## src/rtl/ubf_pkg.sv

```systemverilog
// ----------------------------------------------------------------------------
// ubf_pkg
// Shared types and constants of the buffered UART receive/transmit queues.
// ----------------------------------------------------------------------------
package ubf_pkg;

  localparam int DEF_RX_DEPTH = 64;
  localparam int DEF_TX_DEPTH = 64;

  localparam int LEN_W   = 7;
  localparam int BYTE_W  = 8;
  localparam int FLAG_W  = 2;
  localparam int OP_W    = 3;
  localparam int PADDR_W = 3;
  localparam int PDATA_W = 32;

  // register select bit of paddr and register indexes
  localparam int       REG_SEL_BIT = 2;
  localparam logic     REG_RX_CAP  = 1'b0;
  localparam logic     REG_TX_CAP  = 1'b1;

  localparam logic [OP_W-1:0] OP_RX_EVENT   = 3'd0;
  localparam logic [OP_W-1:0] OP_TX_READY   = 3'd1;
  localparam logic [OP_W-1:0] OP_HOST_WRITE = 3'd2;
  localparam logic [OP_W-1:0] OP_HOST_READ  = 3'd3;
  localparam logic [OP_W-1:0] OP_READ_FLAGS = 3'd4;

  localparam int FLAG_HW = 0;
  localparam int FLAG_SW = 1;

  typedef struct packed {
    logic [OP_W-1:0]   op;
    logic [BYTE_W-1:0] rx_data;
    logic              rx_not_empty;
    logic              rx_overrun;
    logic [BYTE_W-1:0] write_byte;
    logic [LEN_W-1:0]  burst_length;
    logic              tx_reg_empty;
    logic [FLAG_W-1:0] clear_mask;
  } in_item_t;

  typedef struct packed {
    logic              ok;
    logic              read_valid;
    logic [BYTE_W-1:0] read_byte;
    logic              last;
    logic              tx_valid;
    logic [BYTE_W-1:0] tx_byte;
    logic              tx_irq_enable;
    logic [FLAG_W-1:0] flags;
    logic [LEN_W-1:0]  rx_level;
    logic [LEN_W-1:0]  tx_level;
  } out_item_t;

  // controller -> datapath
  typedef struct packed {
    logic load;
    logic exec;
    logic tx_rd;
    logic rx_rd;
    logic emit;
  } cmd_t;

  // datapath -> controller
  typedef struct packed {
    logic pop;
    logic burst;
    logic more;
    logic out_free;
  } status_t;

endpackage

```

## src/rtl/ubf_ram.sv

```systemverilog
// ----------------------------------------------------------------------------
// ubf_ram
// Generic single-write, single-read RAM with registered read data.
// ----------------------------------------------------------------------------
module ubf_ram #(
  parameter int WIDTH = 8,
  parameter int DEPTH = 64
) (
  input  logic                     clk,
  input  logic                     we,
  input  logic [$clog2(DEPTH)-1:0] waddr,
  input  logic [WIDTH-1:0]         wdata,
  input  logic                     re,
  input  logic [$clog2(DEPTH)-1:0] raddr,
  output logic [WIDTH-1:0]         rdata
);

  logic [WIDTH-1:0] mem [DEPTH];
  logic [WIDTH-1:0] rdata_r;

  always_ff @(posedge clk) begin
    if (we) begin
      mem[waddr] <= wdata;
    end
    if (re) begin
      rdata_r <= mem[raddr];
    end
  end

  assign rdata = rdata_r;

endmodule

```

## src/rtl/ubf_ctrl.sv

```systemverilog
// ----------------------------------------------------------------------------
// ubf_ctrl
// Sequencer: request intake, execute, queue read and result hand-off.
// ----------------------------------------------------------------------------
module ubf_ctrl (
  input  logic             clk,
  input  logic             rst_n,
  input  logic             in_valid,
  output logic             in_ready,
  input  ubf_pkg::status_t st,
  output ubf_pkg::cmd_t    cmd
);

  typedef enum logic [2:0] {
    S_IDLE,
    S_EXEC,
    S_TXRD,
    S_RXRD,
    S_EMIT
  } state_t;

  state_t state_r;
  state_t state_nxt;

  always_comb begin
    state_nxt = state_r;
    cmd       = '0;
    unique case (state_r)
      S_IDLE: begin
        cmd.load = in_valid;
        if (in_valid) begin
          state_nxt = S_EXEC;
        end
      end
      S_EXEC: begin
        cmd.exec = 1'b1;
        if (st.pop) begin
          state_nxt = S_TXRD;
        end else if (st.burst) begin
          state_nxt = S_RXRD;
        end else begin
          state_nxt = S_EMIT;
        end
      end
      S_TXRD: begin
        cmd.tx_rd = 1'b1;
        state_nxt = S_EMIT;
      end
      S_RXRD: begin
        cmd.rx_rd = 1'b1;
        state_nxt = S_EMIT;
      end
      S_EMIT: begin
        if (st.out_free) begin
          cmd.emit  = 1'b1;
          state_nxt = st.more ? S_RXRD : S_IDLE;
        end
      end
      default: state_nxt = S_IDLE;
    endcase
  end

  always_ff @(posedge clk) begin
    if (!rst_n) begin
      state_r <= S_IDLE;
    end else begin
      state_r <= state_nxt;
    end
  end

  assign in_ready = (state_r == S_IDLE);

endmodule

```

## src/rtl/ubf_dp.sv

```systemverilog
// ----------------------------------------------------------------------------
// ubf_dp
// Queue state, sticky flags, burst tracking, configuration and result register.
// ----------------------------------------------------------------------------
module ubf_dp #(
  parameter int RX_DEPTH = ubf_pkg::DEF_RX_DEPTH,
  parameter int TX_DEPTH = ubf_pkg::DEF_TX_DEPTH
) (
  input  logic                           clk,
  input  logic                           rst_n,
  input  ubf_pkg::in_item_t              in_data,
  input  ubf_pkg::cmd_t                  cmd,
  output ubf_pkg::status_t               st,
  output logic                           out_valid,
  input  logic                           out_ready,
  output ubf_pkg::out_item_t             out_data,
  input  logic                           psel,
  input  logic                           penable,
  input  logic                           pwrite,
  input  logic [ubf_pkg::PADDR_W-1:0]    paddr,
  input  logic [ubf_pkg::PDATA_W-1:0]    pwdata,
  output logic [ubf_pkg::PDATA_W-1:0]    prdata
);

  localparam int RIW = $clog2(RX_DEPTH);
  localparam int RLW = $clog2(RX_DEPTH + 1);
  localparam int TIW = $clog2(TX_DEPTH);
  localparam int TLW = $clog2(TX_DEPTH + 1);
  localparam int LW  = ubf_pkg::LEN_W;

  ubf_pkg::in_item_t  item_r;
  ubf_pkg::out_item_t out_r;
  ubf_pkg::out_item_t out_nxt;

  logic [RIW-1:0] rx_wi_r, rx_ri_r;
  logic [RLW-1:0] rx_cnt_r, rx_cap_r, rx_left_r;
  logic [TIW-1:0] tx_wi_r, tx_ri_r;
  logic [TLW-1:0] tx_cnt_r, tx_cap_r;
  logic [ubf_pkg::FLAG_W-1:0] sticky_r;
  logic           irq_r;
  logic [LW-1:0]  bleft_r;
  logic           bacc_r;
  logic           ok_r;
  logic           pop_r;
  logic           rxb_r;
  logic           out_valid_r;

  logic [RLW-1:0] rx_wi_inc, rx_ri_inc;
  logic [RIW-1:0] rx_wi_adv, rx_ri_adv;
  logic [TLW-1:0] tx_wi_inc, tx_ri_inc, tx_free;
  logic [TIW-1:0] tx_wi_adv, tx_ri_adv;
  logic [LW-1:0]  blen, bleft0;
  logic           bstart, bacc, bfinish, tx_wr, kick, rx_wr, rd_ok;
  logic           cfg_wr;
  logic [RLW-1:0] rx_cap_new;
  logic [TLW-1:0] tx_cap_new;
  logic [ubf_pkg::BYTE_W-1:0] rx_rdata, tx_rdata;

  // ring index advance, wrapping at capacity
  assign rx_wi_inc = RLW'(rx_wi_r) + RLW'(1);
  assign rx_ri_inc = RLW'(rx_ri_r) + RLW'(1);
  assign tx_wi_inc = TLW'(tx_wi_r) + TLW'(1);
  assign tx_ri_inc = TLW'(tx_ri_r) + TLW'(1);
  assign rx_wi_adv = (rx_wi_inc >= rx_cap_r) ? '0 : rx_wi_inc[RIW-1:0];
  assign rx_ri_adv = (rx_ri_inc >= rx_cap_r) ? '0 : rx_ri_inc[RIW-1:0];
  assign tx_wi_adv = (tx_wi_inc >= tx_cap_r) ? '0 : tx_wi_inc[TIW-1:0];
  assign tx_ri_adv = (tx_ri_inc >= tx_cap_r) ? '0 : tx_ri_inc[TIW-1:0];

  // write burst bookkeeping
  assign tx_free = (tx_cnt_r >= tx_cap_r) ? '0 : tx_cap_r - tx_cnt_r;
  assign blen    = item_r.burst_length;
  assign bstart  = (bleft_r == '0);
  assign bacc    = bstart ? (LW'(tx_free) >= blen) : bacc_r;
  assign bleft0  = bstart ? blen : bleft_r;
  assign tx_wr   = (bleft0 != '0) && bacc && (tx_cnt_r < tx_cap_r);
  assign bfinish = (bstart && (blen == '0)) || (bleft0 == LW'(1));
  assign kick    = bfinish && bacc && item_r.tx_reg_empty && ((tx_cnt_r != '0) || tx_wr);

  assign rx_wr   = item_r.rx_not_empty && (rx_cnt_r < rx_cap_r);
  assign rd_ok   = (LW'(rx_cnt_r) >= blen);

  assign st.pop      = ((item_r.op == ubf_pkg::OP_TX_READY) && (tx_cnt_r != '0)) ||
                       ((item_r.op == ubf_pkg::OP_HOST_WRITE) && kick);
  assign st.burst    = (item_r.op == ubf_pkg::OP_HOST_READ) && rd_ok && (blen != '0);
  assign st.more     = rxb_r && (rx_left_r != '0);
  assign st.out_free = !out_valid_r || out_ready;

  // configuration
  assign cfg_wr     = psel && penable && pwrite;
  assign rx_cap_new = (pwdata == '0) ? RLW'(1) :
                      (pwdata > ubf_pkg::PDATA_W'(RX_DEPTH)) ? RLW'(RX_DEPTH) :
                      pwdata[RLW-1:0];
  assign tx_cap_new = (pwdata == '0) ? TLW'(1) :
                      (pwdata > ubf_pkg::PDATA_W'(TX_DEPTH)) ? TLW'(TX_DEPTH) :
                      pwdata[TLW-1:0];
  assign prdata     = (paddr[ubf_pkg::REG_SEL_BIT] == ubf_pkg::REG_TX_CAP) ?
                      ubf_pkg::PDATA_W'(tx_cap_r) : ubf_pkg::PDATA_W'(rx_cap_r);

  ubf_ram #(.WIDTH(ubf_pkg::BYTE_W), .DEPTH(RX_DEPTH)) u_rx_ram (
    .clk   (clk),
    .we    (cmd.exec && (item_r.op == ubf_pkg::OP_RX_EVENT) && rx_wr),
    .waddr (rx_wi_r),
    .wdata (item_r.rx_data),
    .re    (cmd.rx_rd),
    .raddr (rx_ri_r),
    .rdata (rx_rdata)
  );

  ubf_ram #(.WIDTH(ubf_pkg::BYTE_W), .DEPTH(TX_DEPTH)) u_tx_ram (
    .clk   (clk),
    .we    (cmd.exec && (item_r.op == ubf_pkg::OP_HOST_WRITE) && tx_wr),
    .waddr (tx_wi_r),
    .wdata (item_r.write_byte),
    .re    (cmd.tx_rd),
    .raddr (tx_ri_r),
    .rdata (tx_rdata)
  );

  always_comb begin
    out_nxt               = '0;
    out_nxt.ok            = ok_r;
    out_nxt.read_valid    = rxb_r;
    out_nxt.read_byte     = rxb_r ? rx_rdata : '0;
    out_nxt.last          = rxb_r ? (rx_left_r == '0) : 1'b1;
    out_nxt.tx_valid      = pop_r;
    out_nxt.tx_byte       = pop_r ? tx_rdata : '0;
    out_nxt.tx_irq_enable = irq_r;
    out_nxt.flags         = sticky_r;
    out_nxt.rx_level      = LW'(rx_cnt_r);
    out_nxt.tx_level      = LW'(tx_cnt_r);
  end

  always_ff @(posedge clk) begin
    if (cmd.load) begin
      item_r <= in_data;
    end
    if (cmd.emit) begin
      out_r <= out_nxt;
    end
  end

  always_ff @(posedge clk) begin
    if (!rst_n) begin
      rx_wi_r     <= '0;
      rx_ri_r     <= '0;
      rx_cnt_r    <= '0;
      rx_cap_r    <= RLW'(RX_DEPTH);
      rx_left_r   <= '0;
      tx_wi_r     <= '0;
      tx_ri_r     <= '0;
      tx_cnt_r    <= '0;
      tx_cap_r    <= TLW'(TX_DEPTH);
      sticky_r    <= '0;
      irq_r       <= 1'b0;
      bleft_r     <= '0;
      bacc_r      <= 1'b0;
      ok_r        <= 1'b1;
      pop_r       <= 1'b0;
      rxb_r       <= 1'b0;
      out_valid_r <= 1'b0;
    end else begin
      if (cmd.exec) begin
        pop_r <= 1'b0;
        rxb_r <= 1'b0;
        ok_r  <= 1'b1;
        unique case (item_r.op)
          ubf_pkg::OP_RX_EVENT: begin
            if (item_r.rx_overrun) begin
              sticky_r[ubf_pkg::FLAG_HW] <= 1'b1;
            end
            if (item_r.rx_not_empty) begin
              if (rx_wr) begin
                rx_wi_r  <= rx_wi_adv;
                rx_cnt_r <= rx_cnt_r + RLW'(1);
              end else begin
                sticky_r[ubf_pkg::FLAG_SW] <= 1'b1;
              end
            end
          end
          ubf_pkg::OP_TX_READY: begin
            if (tx_cnt_r != '0) begin
              pop_r <= 1'b1;
            end else begin
              irq_r <= 1'b0;
            end
          end
          ubf_pkg::OP_HOST_WRITE: begin
            bacc_r  <= bacc;
            ok_r    <= bacc;
            bleft_r <= (bleft0 != '0) ? bleft0 - LW'(1) : '0;
            if (tx_wr) begin
              tx_wi_r  <= tx_wi_adv;
              tx_cnt_r <= tx_cnt_r + TLW'(1);
            end
            if (bfinish && bacc) begin
              irq_r <= 1'b1;
            end
            pop_r <= kick;
          end
          ubf_pkg::OP_HOST_READ: begin
            ok_r <= rd_ok;
            if (st.burst) begin
              rx_cnt_r  <= rx_cnt_r - RLW'(blen);
              rx_left_r <= RLW'(blen);
              rxb_r     <= 1'b1;
            end
          end
          default: ;
        endcase
      end
      if (cmd.tx_rd) begin
        tx_ri_r  <= tx_ri_adv;
        tx_cnt_r <= tx_cnt_r - TLW'(1);
        if ((item_r.op == ubf_pkg::OP_TX_READY) && (tx_cnt_r == TLW'(1))) begin
          irq_r <= 1'b0;
        end
      end
      if (cmd.rx_rd) begin
        rx_ri_r   <= rx_ri_adv;
        rx_left_r <= rx_left_r - RLW'(1);
      end
      if (cmd.emit) begin
        out_valid_r <= 1'b1;
        if (item_r.op == ubf_pkg::OP_READ_FLAGS) begin
          sticky_r <= sticky_r & ~item_r.clear_mask;
        end
      end else if (out_ready) begin
        out_valid_r <= 1'b0;
      end
      if (cfg_wr) begin
        if (paddr[ubf_pkg::REG_SEL_BIT] == ubf_pkg::REG_RX_CAP) begin
          rx_cap_r <= rx_cap_new;
          rx_wi_r  <= '0;
          rx_ri_r  <= '0;
          rx_cnt_r <= '0;
        end else begin
          tx_cap_r <= tx_cap_new;
          tx_wi_r  <= '0;
          tx_ri_r  <= '0;
          tx_cnt_r <= '0;
          bleft_r  <= '0;
          bacc_r   <= 1'b0;
        end
      end
    end
  end

  assign out_valid = out_valid_r;
  assign out_data  = out_r;

  a_rx_cnt_cap: assert property (@(posedge clk) disable iff (!rst_n)
    rx_cnt_r <= rx_cap_r) else $error("rx fill exceeds capacity");
  a_tx_cnt_cap: assert property (@(posedge clk) disable iff (!rst_n)
    tx_cnt_r <= tx_cap_r) else $error("tx fill exceeds capacity");
  a_idx_cap: assert property (@(posedge clk) disable iff (!rst_n)
    (RLW'(rx_ri_r) < rx_cap_r) && (TLW'(tx_ri_r) < tx_cap_r))
    else $error("read index beyond capacity");
  a_emit_valid: assert property (@(posedge clk) disable iff (!rst_n)
    cmd.emit |=> out_valid_r) else $error("result lost after emit");

endmodule

```

## src/rtl/uart_buffered_rx_tx_fifo_core.sv

```systemverilog
// ----------------------------------------------------------------------------
// uart_buffered_rx_tx_fifo_core
// Receive and transmit byte queues between a UART and a host.
//
// Requests enter on in_valid/in_ready as in_data; results leave on
// out_valid/out_ready as out_data. A request yields one result, except a
// host read burst, which yields one result per byte with the last mark set
// on the final one. Capacities are written over the APB port (word 0 rx,
// word 1 tx); a write empties that queue.
// Each request runs through the execute and emit states, with a queue read
// state between them when a transmit byte is popped or a read burst starts; a
// read burst reads and emits its bytes in turn. The next request is taken once
// the last result of the previous one is in the output register, so requests
// do not overlap; the pace is set by the sequencer and the registered RAM read.
// Reset empties both queues, clears flags, interrupt enable and any open
// burst, and sets both capacities to the full depth. When the receiver
// stalls, the output register holds its result and the block waits.
// ----------------------------------------------------------------------------
module uart_buffered_rx_tx_fifo_core #(
  parameter int RX_DEPTH = ubf_pkg::DEF_RX_DEPTH,
  parameter int TX_DEPTH = ubf_pkg::DEF_TX_DEPTH
) (
  input  logic                           clk,
  input  logic                           rst_n,
  input  logic                           in_valid,
  output logic                           in_ready,
  input  ubf_pkg::in_item_t              in_data,
  output logic                           out_valid,
  input  logic                           out_ready,
  output ubf_pkg::out_item_t             out_data,
  input  logic                           psel,
  input  logic                           penable,
  input  logic                           pwrite,
  input  logic [ubf_pkg::PADDR_W-1:0]    paddr,
  input  logic [ubf_pkg::PDATA_W-1:0]    pwdata,
  output logic [ubf_pkg::PDATA_W-1:0]    prdata,
  output logic                           pready
);

  ubf_pkg::cmd_t    cmd;
  ubf_pkg::status_t st;

  ubf_ctrl u_ctrl (
    .clk      (clk),
    .rst_n    (rst_n),
    .in_valid (in_valid),
    .in_ready (in_ready),
    .st       (st),
    .cmd      (cmd)
  );

  ubf_dp #(
    .RX_DEPTH (RX_DEPTH),
    .TX_DEPTH (TX_DEPTH)
  ) u_dp (
    .clk       (clk),
    .rst_n     (rst_n),
    .in_data   (in_data),
    .cmd       (cmd),
    .st        (st),
    .out_valid (out_valid),
    .out_ready (out_ready),
    .out_data  (out_data),
    .psel      (psel),
    .penable   (penable),
    .pwrite    (pwrite),
    .paddr     (paddr),
    .pwdata    (pwdata),
    .prdata    (prdata)
  );

  assign pready = 1'b1;

endmodule

```

## config.mk

```make
export PLATFORM = sky130hd
export DESIGN_NAME = uart_buffered_rx_tx_fifo_core
export DESIGN_NICKNAME = d
export VERILOG_FILES = /design/src/rtl/ubf_pkg.sv /design/src/rtl/ubf_ram.sv /design/src/rtl/ubf_ctrl.sv /design/src/rtl/ubf_dp.sv /design/src/rtl/uart_buffered_rx_tx_fifo_core.sv
export SDC_FILE = /design/constraint.sdc
export NUM_CORES = 1
export LEC_CHECK = 0
export BUFFER_PORTS_ARGS = -buffer_cell sky130_fd_sc_hd__buf_2
export CORE_UTILIZATION = 55
export DETAILED_ROUTE_END_ITERATION = 6
export PLACE_DENSITY_LB_ADDON = 0.1
export SLEW_MARGIN = 25
export SYNTH_ARGS = -nofsm -noshare
export SYNTH_HDL_FRONTEND = slang
export SYNTH_SLANG_ARGS = --single-unit
```

## constraint.sdc

```tcl
create_clock -name clk -period 7.2 [get_ports clk]
set_clock_uncertainty 0.15 [all_clocks]
set_input_delay 1.44 -clock clk [delete_from_list [all_inputs] [get_ports clk]]
set_output_delay 1.44 -clock clk [all_outputs]
set_load 0.01 [all_outputs]
```

==> metrics.txt <==
CTS tree=done; WL/cell=26.1 um; # Post-CTS Setup Buffers=0; gr ovfl total=0; hold_ws=0.283 ns; Seq cells post-synth=between 1,000 and 1,500; CP peak stage delay=0.65 ns; Total GRT Usage=25.4%; die area=0.0900 mm2; area share of fa/ha/maj cells after synthesis=under 10%; Yosys top cell area share=68.1%; largest family of logic cells by synthesized area=multiplexers; Setup crit start kind=flop; DR DRC count=0; Synth area leader=edfxtp_1; Synth Area in XOR/XNOR=0.520%; ranking of synthesized cells by area=edfxtp_1 (68%), mux4_2 (5.9%), mux2i_1 (5.3%), dfxtp_1 (3.2%), ha_1 (1.8%); Worst Path Max Fanout=10; area share of and/or/nand/nor cells after synthesis=5.15%; Cells after Synth=2,994; fin crit period=approximately 5.2 ns; number of synthesized flops with an enable pin=roughly 1,100; die width=300 um; final worst path period share=72.7%; Crit. End Element=flop; maximum buffer depth of the clock tree=3; vias in the first global route=26,711; FP Rows=108; sinks on the clock net=1,185; # setup viols final=0; dpl cells=4,139; Final ANT Viol Nets=0; initial drt markers=2,487; Avg Cell Area, Syn=16.3 um2; critical path class=flop to flop; I/O Pins=145; fin util=62.0%; largest net degree at the start of global routing=73; max_cap viols=0; count of unique library cells instantiated by Yosys=84; count leader, synth=edfxtp_1; area growth from synthesis to layout=11.0%; Compound-Gate Fraction of Synth Area=7.62%; routed wire length=114,000 um; Primary FF master, synth=edfxtp_1; Num CTS Buffers=between 100 and 150; clock transition at the registers of the reported paths=approximately 0.07 ns; final hold vios=0; Via density=6.21; cell area power density=259 mW/mm2; Die H=300 um; top post-synthesis cells by count=edfxtp_1 (1,108), mux2i_1 (260), nor2_1 (191); global-route wire length before repair=170,000 um; Synth Cell Area=between 0.04 and 0.05 mm2; number of hold buffers added after cts=0; RSZ-0062 raised after global routing=false; fillers=between 6,000 and 7,000; Leak Pwr=16.8 nW; Slew headroom=24.1%; Hold Path Class=flop to flop; # port buffers=116; CP cell instances=ha_1 -> inv_1 -> fa_1 -> a21oi_1 -> o21ai_0 -> a21o_1 -> a21oi_1 -> xor2_1 -> nor2_1 -> ha_1 -> nand3_1 -> nor4b_2 -> o21ai_2 -> or2_1 -> or4b_4 -> nor2_1; multiplexer share of the synthesized area=11.3%; Ys Warns=0; detailed-placement wirelength estimate=71,000 um; vias=about 27,000; root buf cell=clkbuf_16; Slew Viols, Final=0; CTS resizes=0; Pre-antenna DRT Iters=5; Worst VDD drop=0.229 mV; Layout Cells excl Fill=approximately 4,400; outcome=finished clean; Initial Util=between 50% and 60%; Layout Nets=approximately 3,200; number of H-tree levels=3; Highest Clock Rate=0.191 GHz; Tightest Pin Transition=around 1.1 ns; area post-placement=0.0504 mm2; Seq/Total Area, Yosys=71.3%; initial antenna violation count=4; share of layout cells above drive strength 1=15.8%; ys async rst share=0%; Worst EP arrival=roughly 5.4 ns; Final Instance Area=0.0542 mm2; Worst EP required=7.38 ns; core area=0.0874 mm2; Worst-Skew Late Latency=0.70 ns; Setup TNS=0 ns; slowest cell on the critical path=or4b_4; routability cong.=0.876
==> sequential cells by signal, indices dropped and copies added, names as in the netlist, 7 cells and up <==
register and flops:
u_dp.u_rx_ram.mem 512, u_dp.u_tx_ram.mem 512, u_dp.out_data 37, u_dp.item_r 24
u_dp.u_rx_ram.rdata 8, u_dp.u_tx_ram.rdata 8, u_dp.bleft_r 7, u_dp.blen 7
u_dp.rx_cap_r 7, u_dp.rx_cnt_r 7, u_dp.rx_left_r 7, u_dp.tx_cap_r 7
u_dp.tx_cnt_r 7
==> through the flow <==
| step | worst slack, ns | total power [mW] |
|---|---|---|
| 2_1_floorplan | 2.67 | 8.00 |
| 3_3_place_gp | 2.06 | 8.16 |
| 3_5_place_dp | 2.01 | 8.18 |
| 4_1_cts | 1.97 | 14.1 |
| 5_1_grt | 1.51 | 14.4 |
| 6_report | 1.96 | 14.0 |
==> placed cells by master (no fill, tap or decap), types with 14 or more instances in the layout <==
master,count
nand4_1,17
ha_1,69
o221ai_1,64
and2_1,25
a21oi_1,120
nor2_1,191
mux2i_1,260
nand2_1,93
nor2b_1,14
buf_2,116
a22oi_1,38
clkbuf_16,121
buf_4,39
clkbuf_1,21
o21ai_0,120
a21o_1,16
dfxtp_1,71
mux4_2,128
nand3_1,52
conb_1,26
clkinv_2,28
clkinv_1,26
xnor2_1,18
inv_1,47
nor3_1,16
edfxtp_1,1108
o22ai_1,67
o32ai_1,64
==> worst paths after layout <==
path                            slack, ns                  endpoint  depth (start not counted)              from
worst max-delay path                 1.96  u_dp.u_tx_ram.mem[14][5]                         16  u_dp.tx_cnt_r[0]
worst min-delay path                 0.28         u_dp.out_data[36]                          0         u_dp.ok_r
worst max register to register       1.96  u_dp.u_tx_ram.mem[14][5]                         16  u_dp.tx_cnt_r[0]
worst min register to register       0.28         u_dp.out_data[36]                          0         u_dp.ok_r
==> cell type report <==
cell class,instances,area [um2],area share [%]
well taps,1155,1450,2.67
inverters,49,184,0.339
multi-input cells,1593,13100,24.1
repair buffers,157,913,1.68
flip-flops and latches,1185,34800,64.2
clock buffers,145,3150,5.81
diodes,2,5.00,0.00923
clock inverters,77,648,1.20
==> cell families (layout without fill, tap and decap cells) <==
family / after synthesis / in the layout
and+or+nand+nor: 513 / 513
other: 2 / 28
xor gates and xnor gates: 29 / 29
muxes: 393 / 393
AOI/OAI and AO/OA: 561 / 561
adders and majority gates: 71 / 71
buffers and inverters: 240 / 428
DFF: 1185 / 1185
==> power by group <==
part	total (mW)	leakage, nW	switching [mW]	internal, mW
registers	7.65	10.6	0.0265	7.62
logic	0.387	4.30	0.304	0.0835
clock network	5.99	1.85	2.57	3.42
==> critical path: cells and delay by family (launching register included) <==
kind	cells	cell delay (ns)
and+or+nand+nor	6	2.19
adders and majority gates	3	0.91
AOI/OAI and AO/OA	5	0.88
DFF	1	0.49
xor gates and xnor gates	1	0.18
buffers and inverters	1	0.05
==> metal layers <==
layer	GRT usage (%)	part of all wire [%]	vias up
met5	0	0.011	-
met4	8.94	3.3	2
met3	3.37	6.0	207
met2	42.0	50	1029
met1	34.9	41	13703
li1	-	-	12166
No activity file was read; power rests on OpenSTA's default activity.
